## src/mcfe_pkg.sv

```systemverilog
// Shared types, constants and frame-building functions for the motor command frame encoder.
package mcfe_pkg;

    localparam int MAX_BYTES = 17;
    localparam int IDX_W     = $clog2(MAX_BYTES);
    localparam int QDEPTH    = 2;
    localparam int QPTR_W    = $clog2(QDEPTH);
    localparam int QCNT_W    = $clog2(QDEPTH + 1);

    localparam logic [7:0] GUARD_BYTE = 8'h00;
    localparam logic [7:0] FRAME_HEAD = 8'hFB;
    localparam logic [7:0] FRAME_BUS  = 8'h03;
    localparam logic [7:0] CRC_POLY   = 8'h07;
    localparam logic [7:0] CRC_XOROUT = 8'h55;

    localparam logic signed [15:0] SPEED_MAX = 16'sd140;
    localparam logic signed [15:0] SPEED_MIN = -16'sd140;
    localparam logic [7:0] SPEED_LO_MAX = 8'd140;
    localparam logic [7:0] SPEED_LO_MIN = 8'd116;

    // length, command and register address bytes of the frame
    localparam logic [7:0] LEN_SHORT  = 8'h06;
    localparam logic [7:0] LEN_WRITE  = 8'h08;
    localparam logic [7:0] LEN_TURN   = 8'h0C;
    localparam logic [7:0] OP_READ    = 8'h05;
    localparam logic [7:0] OP_WRITE   = 8'h06;
    localparam logic [7:0] ADDR_QUERY = 8'h09;
    localparam logic [7:0] ADDR_SPEED = 8'h07;
    localparam logic [7:0] ADDR_ID    = 8'h03;
    localparam logic [7:0] ADDR_STOP  = 8'h06;
    localparam logic [7:0] ADDR_TURN  = 8'h04;

    typedef enum logic [2:0] {
        KIND_QUERY     = 3'd0,
        KIND_SET_ID    = 3'd1,
        KIND_TURN      = 3'd2,
        KIND_STOP      = 3'd3,
        KIND_GET_SPEED = 3'd4
    } cmd_kind_t;

    typedef struct packed {
        cmd_kind_t   kind;
        logic [7:0]  device_id;
        logic [7:0]  new_id;
        logic [7:0]  speed_hi;
        logic [7:0]  speed_lo;
        logic [15:0] run_time;
    } desc_t;

    // index of the CRC byte in the stream
    function automatic logic [IDX_W-1:0] last_index(input cmd_kind_t kind);
        logic [IDX_W-1:0] r;
        case (kind)
            KIND_SET_ID, KIND_STOP: r = IDX_W'(12);
            KIND_TURN:              r = IDX_W'(16);
            default:                r = IDX_W'(10);
        endcase
        return r;
    endfunction

    // payload byte at a stream offset (CRC slot not covered)
    function automatic logic [7:0] frame_byte(input desc_t d, input logic [IDX_W-1:0] idx);
        logic [7:0] b;
        b = 8'h00;
        case (idx)
            IDX_W'(0): b = GUARD_BYTE;
            IDX_W'(1): b = FRAME_HEAD;
            IDX_W'(2): b = FRAME_BUS;
            IDX_W'(5): b = d.device_id;
            default:
            begin
                case (d.kind)
                    KIND_QUERY, KIND_GET_SPEED:
                    begin
                        case (idx)
                            IDX_W'(3): b = LEN_SHORT;
                            IDX_W'(4): b = OP_READ;
                            IDX_W'(7): b = (d.kind == KIND_QUERY) ? ADDR_QUERY : ADDR_SPEED;
                            IDX_W'(9): b = (d.kind == KIND_QUERY) ? 8'h05 : 8'h01;
                            default:   b = 8'h00;
                        endcase
                    end
                    KIND_SET_ID, KIND_STOP:
                    begin
                        case (idx)
                            IDX_W'(3):  b = LEN_WRITE;
                            IDX_W'(4):  b = OP_WRITE;
                            IDX_W'(7):  b = (d.kind == KIND_SET_ID) ? ADDR_ID : ADDR_STOP;
                            IDX_W'(9):  b = 8'h01;
                            IDX_W'(11): b = (d.kind == KIND_SET_ID) ? d.new_id : 8'h00;
                            default:    b = 8'h00;
                        endcase
                    end
                    KIND_TURN:
                    begin
                        case (idx)
                            IDX_W'(3):  b = LEN_TURN;
                            IDX_W'(4):  b = OP_WRITE;
                            IDX_W'(7):  b = ADDR_TURN;
                            IDX_W'(9):  b = 8'h03;
                            IDX_W'(10): b = d.speed_hi;
                            IDX_W'(11): b = d.speed_lo;
                            IDX_W'(12): b = d.run_time[15:8];
                            IDX_W'(13): b = d.run_time[7:0];
                            IDX_W'(15): b = 8'h01;
                            default:    b = 8'h00;
                        endcase
                    end
                    default: b = 8'h00;
                endcase
            end
        endcase
        return b;
    endfunction

    // CRC-8, MSB first, one byte folded in
    function automatic logic [7:0] crc8_step(input logic [7:0] crc, input logic [7:0] data);
        logic [7:0] c;
        c = crc ^ data;
        for (int i = 0; i < 8; i++)
        begin
            c = c[7] ? ((c << 1) ^ CRC_POLY) : (c << 1);
        end
        return c;
    endfunction

endpackage

```

## src/mcfe_front.sv

```systemverilog
// Front end: takes command requests, drops unknown types, clamps speed, builds descriptors.
module mcfe_front (
    input  logic              s_tvalid,
    output logic              s_tready,
    input  logic [47:0]       s_tdata,
    input  logic [2:0]        s_tuser,
    input  logic              q_full,
    output logic              push,
    output mcfe_pkg::desc_t   push_desc
);
    import mcfe_pkg::*;

    logic signed [15:0] speed;
    logic               kind_ok;

    assign speed    = s_tdata[31:16];
    assign kind_ok  = (s_tuser <= KIND_GET_SPEED);
    assign s_tready = !q_full;
    assign push     = s_tvalid && s_tready && kind_ok;

    always_comb
    begin
        push_desc.kind      = cmd_kind_t'(s_tuser);
        push_desc.device_id = s_tdata[7:0];
        push_desc.new_id    = s_tdata[15:8];
        push_desc.run_time  = s_tdata[47:32];
        push_desc.speed_hi  = {8{speed[15]}};
        if (speed < SPEED_MIN)
        begin
            push_desc.speed_lo = SPEED_LO_MIN;
        end
        else if (speed > SPEED_MAX)
        begin
            push_desc.speed_lo = SPEED_LO_MAX;
        end
        else
        begin
            push_desc.speed_lo = speed[7:0];
        end
    end

endmodule

```

## src/mcfe_queue.sv

```systemverilog
// Small descriptor queue between front end and serializer.
module mcfe_queue (
    input  logic              clk,
    input  logic              rst_n,
    input  logic              push,
    input  mcfe_pkg::desc_t   push_desc,
    input  logic              pop,
    output mcfe_pkg::desc_t   head,
    output logic              empty,
    output logic              full
);
    import mcfe_pkg::*;

    desc_t               mem_reg [QDEPTH];
    logic [QPTR_W-1:0]   wr_ptr_reg, wr_ptr_next;
    logic [QPTR_W-1:0]   rd_ptr_reg, rd_ptr_next;
    logic [QCNT_W-1:0]   count_reg, count_next;

    assign empty = (count_reg == '0);
    assign full  = (count_reg == QCNT_W'(QDEPTH));
    assign head  = mem_reg[rd_ptr_reg];

    always_comb
    begin
        wr_ptr_next = wr_ptr_reg;
        rd_ptr_next = rd_ptr_reg;
        count_next  = count_reg;
        if (push)
        begin
            wr_ptr_next = (wr_ptr_reg == QPTR_W'(QDEPTH - 1)) ? '0 : wr_ptr_reg + 1'b1;
        end
        if (pop)
        begin
            rd_ptr_next = (rd_ptr_reg == QPTR_W'(QDEPTH - 1)) ? '0 : rd_ptr_reg + 1'b1;
        end
        if (push && !pop)
        begin
            count_next = count_reg + 1'b1;
        end
        else if (pop && !push)
        begin
            count_next = count_reg - 1'b1;
        end
    end

    always_ff @(posedge clk or negedge rst_n)
    begin
        if (!rst_n)
        begin
            wr_ptr_reg <= '0;
            rd_ptr_reg <= '0;
            count_reg  <= '0;
        end
        else
        begin
            wr_ptr_reg <= wr_ptr_next;
            rd_ptr_reg <= rd_ptr_next;
            count_reg  <= count_next;
        end
    end

    always_ff @(posedge clk)
    begin
        if (push)
        begin
            mem_reg[wr_ptr_reg] <= push_desc;
        end
    end

endmodule

```

## src/mcfe_back.sv

```systemverilog
// Serializer: sends the head descriptor a byte per cycle unless stalled, folds in CRC, registers output.
module mcfe_back (
    input  logic              clk,
    input  logic              rst_n,
    input  mcfe_pkg::desc_t   head,
    input  logic              empty,
    output logic              pop,
    output logic              m_tvalid,
    input  logic              m_tready,
    output logic [7:0]        m_tdata,
    output logic              m_tlast
);
    import mcfe_pkg::*;

    logic [IDX_W-1:0] idx_reg, idx_next;
    logic [7:0]       crc_reg, crc_next;
    logic             m_tvalid_reg, m_tvalid_next;
    logic [7:0]       m_tdata_reg;
    logic             m_tlast_reg;
    logic             emit;
    logic             at_end;
    logic [7:0]       body_byte;
    logic [7:0]       out_byte;

    assign emit      = !empty && (!m_tvalid_reg || m_tready);
    assign at_end    = (idx_reg == last_index(head.kind));
    assign body_byte = frame_byte(head, idx_reg);
    assign out_byte  = at_end ? (crc_reg ^ CRC_XOROUT) : body_byte;
    assign pop       = emit && at_end;

    assign m_tvalid = m_tvalid_reg;
    assign m_tdata  = m_tdata_reg;
    assign m_tlast  = m_tlast_reg;

    always_comb
    begin
        idx_next      = idx_reg;
        crc_next      = crc_reg;
        m_tvalid_next = m_tvalid_reg && !m_tready;
        if (emit)
        begin
            m_tvalid_next = 1'b1;
            if (at_end)
            begin
                idx_next = '0;
                crc_next = '0;
            end
            else
            begin
                idx_next = idx_reg + 1'b1;
                // guard byte and header start stay out of the CRC
                crc_next = (idx_reg >= IDX_W'(2)) ? crc8_step(crc_reg, body_byte) : '0;
            end
        end
    end

    always_ff @(posedge clk or negedge rst_n)
    begin
        if (!rst_n)
        begin
            idx_reg      <= '0;
            crc_reg      <= '0;
            m_tvalid_reg <= 1'b0;
        end
        else
        begin
            idx_reg      <= idx_next;
            crc_reg      <= crc_next;
            m_tvalid_reg <= m_tvalid_next;
        end
    end

    always_ff @(posedge clk)
    begin
        if (emit)
        begin
            m_tdata_reg <= out_byte;
            m_tlast_reg <= at_end;
        end
    end

endmodule

```

## src/motor_command_frame_encoder.sv

```systemverilog
// Top level of the motor command frame encoder: front end, descriptor queue, serializer.
//
//  channel | direction | handshake            | payload
//  --------+-----------+----------------------+-------------------------------------------
//  s_*     | in        | s_tvalid / s_tready  | tuser: req_type; tdata: device_id, new_id,
//          |           |                      |   speed, run_time
//  m_*     | out       | m_tvalid / m_tready  | tdata: tx_byte; tlast: last (CRC byte)
//
// One byte leaves per cycle unless m_tready stalls: a command is 11, 13 or 17 bytes
// (query and get speed, set id and stop, turn), set by the serializer's byte counter.
// Requests enter while a two-entry queue has room, so the next command is taken during
// the current stream. Unknown request types are accepted and dropped.
// rst_n is asynchronous, active low, and clears queue pointers, byte counter, CRC and
// output valid. A stall on m_tready holds the output register and the serializer.
module motor_command_frame_encoder (
    input  logic        clk,
    input  logic        rst_n,
    input  logic        s_tvalid,
    output logic        s_tready,
    input  logic [47:0] s_tdata,   // device_id[7:0], new_id[15:8], speed[31:16], run_time[47:32]
    input  logic [2:0]  s_tuser,   // req_type[2:0]
    output logic        m_tvalid,
    input  logic        m_tready,
    output logic [7:0]  m_tdata,   // tx_byte[7:0]
    output logic        m_tlast
);
    import mcfe_pkg::*;

    logic  push;
    logic  pop;
    logic  q_empty;
    logic  q_full;
    desc_t push_desc;
    desc_t head;

    mcfe_front u_front (
        .s_tvalid  (s_tvalid),
        .s_tready  (s_tready),
        .s_tdata   (s_tdata),
        .s_tuser   (s_tuser),
        .q_full    (q_full),
        .push      (push),
        .push_desc (push_desc)
    );

    mcfe_queue u_queue (
        .clk       (clk),
        .rst_n     (rst_n),
        .push      (push),
        .push_desc (push_desc),
        .pop       (pop),
        .head      (head),
        .empty     (q_empty),
        .full      (q_full)
    );

    mcfe_back u_back (
        .clk      (clk),
        .rst_n    (rst_n),
        .head     (head),
        .empty    (q_empty),
        .pop      (pop),
        .m_tvalid (m_tvalid),
        .m_tready (m_tready),
        .m_tdata  (m_tdata),
        .m_tlast  (m_tlast)
    );

`ifndef SYNTHESIS
    a_push_fills: assert property (@(posedge clk) disable iff (!rst_n)
        push |=> !q_empty)
        else $error("queue empty after a push");

    a_pop_on_last: assert property (@(posedge clk) disable iff (!rst_n)
        pop |=> (m_tvalid && m_tlast))
        else $error("descriptor retired without a last byte");

    a_drop_unknown: assert property (@(posedge clk) disable iff (!rst_n)
        (s_tvalid && (s_tuser > KIND_GET_SPEED)) |-> !push)
        else $error("unknown request type queued");
`endif

endmodule
```

## config.mk

```make
export PLATFORM = sky130hd
export DESIGN_NAME = motor_command_frame_encoder
export DESIGN_NICKNAME = d
export VERILOG_FILES = /design/src/mcfe_pkg.sv /design/src/mcfe_front.sv /design/src/mcfe_queue.sv /design/src/mcfe_back.sv /design/src/motor_command_frame_encoder.sv
export SDC_FILE = /design/constraint.sdc
export NUM_CORES = 1
export LEC_CHECK = 0
export ABC_AREA = 1
export BUFFER_PORTS_ARGS = -buffer_cell sky130_fd_sc_hd__buf_2
export CAP_MARGIN = 25
export CORE_MARGIN = 1
export CORE_UTILIZATION = 47
export DETAILED_ROUTE_END_ITERATION = 12
export PLACE_DENSITY = 0.73
export SYNTH_ARGS = -nofsm -noshare
export SYNTH_HDL_FRONTEND = slang
export SYNTH_SLANG_ARGS = --single-unit
```

## constraint.sdc

```tcl
create_clock -name clk -period 3.17 [get_ports clk]
set_input_delay 0.634 -clock clk [delete_from_list [all_inputs] [get_ports clk]]
set_output_delay 0.634 -clock clk [all_outputs]
set_load 0.1 [all_outputs]
```

==> flow_metrics.env <==
export IMPL_status="finished, final reports clean"
export IMPL_cts_tree="done"
export IMPL_drcViolationCount=0
export IMPL_powerDensity_nw_per_um2=1090
export IMPL_required_ps=3450
export IMPL_setup_ws_ps=360
export IMPL_cp_start_kind="register"
export IMPL_antenna_found_initial=0
export IMPL_clock_sinks=115
export IMPL_grt_setup_unrepaired="no"
export IMPL_hpwl_microns=9020
export IMPL_synth_common_cells="256 x nand2_1, 97 x edfxtp_1, 54 x inv_1"
export IMPL_n_antenna_cell=0
export IMPL_ys_flop_type="edfxtp_1"
export IMPL_die_height_microns=113
export IMPL_power_total_uw=7490
export IMPL_syn_area_per_cell_sq_um=9.10
export IMPL_start_util=0.484
export IMPL_wl_per_cell_microns=14.6
export IMPL_chipWidth_microns=113
export IMPL_cts_path_max_buffers=2
export IMPL_fin_area_sq_um=6850
export IMPL_clock_latency_ps=410
export IMPL_final_nets=778
export IMPL_globalRouteTotalUtil=0.217
export IMPL_min_period_over_period=0.886
export IMPL_end_kind="register"
export IMPL_finalCriticalPeriod_ps=2810
export IMPL_dp_worst_setup_slack_ps=402
export IMPL_core_area_sq_um=12000
export IMPL_first_pass_iters=5
export IMPL_synth_top_cells_by_area="edfxtp_1 50%, nand2_1 17%, dfrtp_1 7.8%"
export IMPL_vdd_drop_max_v=0.000503
export IMPL_synth_cell_type_count=41
export IMPL_worst_slew_pin_slew_ps=936
export IMPL_viasPerCell=5.16
export IMPL_post_cts_buffers=0
export IMPL_cts_made_buffers=17
export IMPL_first_iter_violations=233
export IMPL_p_leak_uw=0.00314
export IMPL_drive_above_1_share=0.189
export IMPL_cts_hold_buf=0
export IMPL_syn_num_nets=700
export IMPL_io_pins=66
export IMPL_wl_microns=12800
export IMPL_synth_most_common_cell="nand2_1"
export IMPL_slew_violations=0
export IMPL_drv_cap=0
export IMPL_fmax_ghz=0.356
export IMPL_cts_resized=0
export IMPL_gp_congestion=0.894
export IMPL_critPathMaxFanout=40
export IMPL_portBuffers=65
export IMPL_h_tree_depth=4
export IMPL_cts_root_buffer="clkbuf_16"
export IMPL_place_area_sq_um=6300
export IMPL_holdCritPathClass="primary input to async pin"
export IMPL_grt_overflow_total=0
export IMPL_finalSetupViolCount=0
export IMPL_crit_type="register to register"
export IMPL_instances_no_fill=876
export IMPL_synth_ff_latch_count=115
export IMPL_synth_area_sq_um=5810
export IMPL_arrival_ps=3090
export IMPL_clk_pin_slew_ps=50
export IMPL_hold_viol_final=0
export IMPL_ant_nets=0
export IMPL_synth_warnings=0
export IMPL_grt_pass1_vias=4458
export IMPL_grt_max_degree=46
export IMPL_whs_ps=170
export IMPL_largest_reg_flops=88
export IMPL_design_die_area_sq_um=12800
export IMPL_synth_edf_count=97
export IMPL_area_growth_synth_to_final_pct=17.8
export IMPL_synth_top_cell_area_share=0.501
export IMPL_grt_pass1_wl_microns=21200
export IMPL_syn_instance_count=639
export IMPL_ys_seq_area_frac=0.579
export IMPL_rows=40
export IMPL_slew_headroom=0.370
export IMPL_place_inst=845
export IMPL_synth_top_area_cell="edfxtp_1"
export IMPL_async_reset_ff_frac=0.157
export IMPL_skew_ps=8.05
export IMPL_vias=4520
==> kinds of logic (layout without fill, tap and decap cells) <==
family                     Yosys count  in the layout  share of synthesized area
AOI/OAI and AO/OA                   59             59                     0.0637
muxes                                2              2                    0.00344
DFF                                115            115                      0.579
adders and majority gates            6              6                     0.0129
buffers and inverters               74            164                     0.0553
and+or+nand+nor                    375            375                      0.274
xor gates and xnor gates             8              8                     0.0121
==> per-layer routing <==
metal  wire length (microns)  global-route usage
met4                     202              0.0895
met2                    6370               0.365
met3                     732              0.0605
met1                    5480               0.264
met5                       0                   0
==> layout by cell type (no fill, tap or decap), types with 5 or more instances in the layout <==
master	netlist	final
a21oi_1	11	11
nand2_1	256	256
xor2_1	7	7
clkbuf_16	0	17
nand4_1	5	5
dfrtp_1	18	18
ha_1	6	6
buf_2	5	65
buf_4	2	7
edfxtp_1	97	97
o21ai_0	26	26
nand2_2	11	11
nor2_1	38	36
nand3_1	46	46
inv_1	54	54
inv_2	7	7
nor2_4	3	5
==> worst paths after layout <==
| kind | startpoint | end | slack [ps] | cells after the start |
|---|---|---|---|---|
| min in group clk | s_tdata[43] | u_queue.mem_reg[0][11] | 410 | 1 |
| max in group asynchronous | rst_n | u_back.crc_reg[3] | 2690 | 1 |
| max reg2reg | u_queue.rd_ptr_reg | u_queue.count_reg[1] | 360 | 13 |
| min | rst_n | u_queue.wr_ptr_reg | 170 | 1 |
| max | u_queue.rd_ptr_reg | u_queue.count_reg[1] | 360 | 13 |
| min reg2reg | u_back.m_tvalid | u_back.m_tvalid | 510 | 2 |
==> where the power goes <==
part           switching, uW  internal (uW)
Combinational           2520            940
Sequential               192           2070
Clock                    633           1140
Total                   3340           4140
==> critical path: stages (launching register included) <==
cell and delay [ps]:
dfrtp_1 440, inv_2 120, buf_4 400, nand2_1 120, nand2_2 160, nor3_4 70
o21ai_0 230, nand2_2 190, inv_2 140, nand2_2 90, ha_1 310, a21oi_1 120
o21ai_0 120, xor2_1 150
==> layout make-up <==
cell class | instances | area [sq um]
clock buffers | 20 | 437
multi-input cells | 450 | 2140
fillers | 1039 | 5160
flip-flops and latches | 115 | 3360
repair buffers | 72 | 378
clock inverters | 11 | 114
well taps | 147 | 184
inverters | 61 | 229
==> stage by stage <==
| step | TNS [ps] | util |
|---|---|---|
| 6_report | 0 | 0.570 |
| 5_1_grt | 0 | 0.570 |
| 4_1_cts | 0 | 0.570 |
| 3_5_place_dp | 0 | 0.524 |
| 3_3_place_gp | 0 | 0.524 |
| 2_1_floorplan | -45180 | - |
No activity file was read; power rests on OpenSTA's default activity.
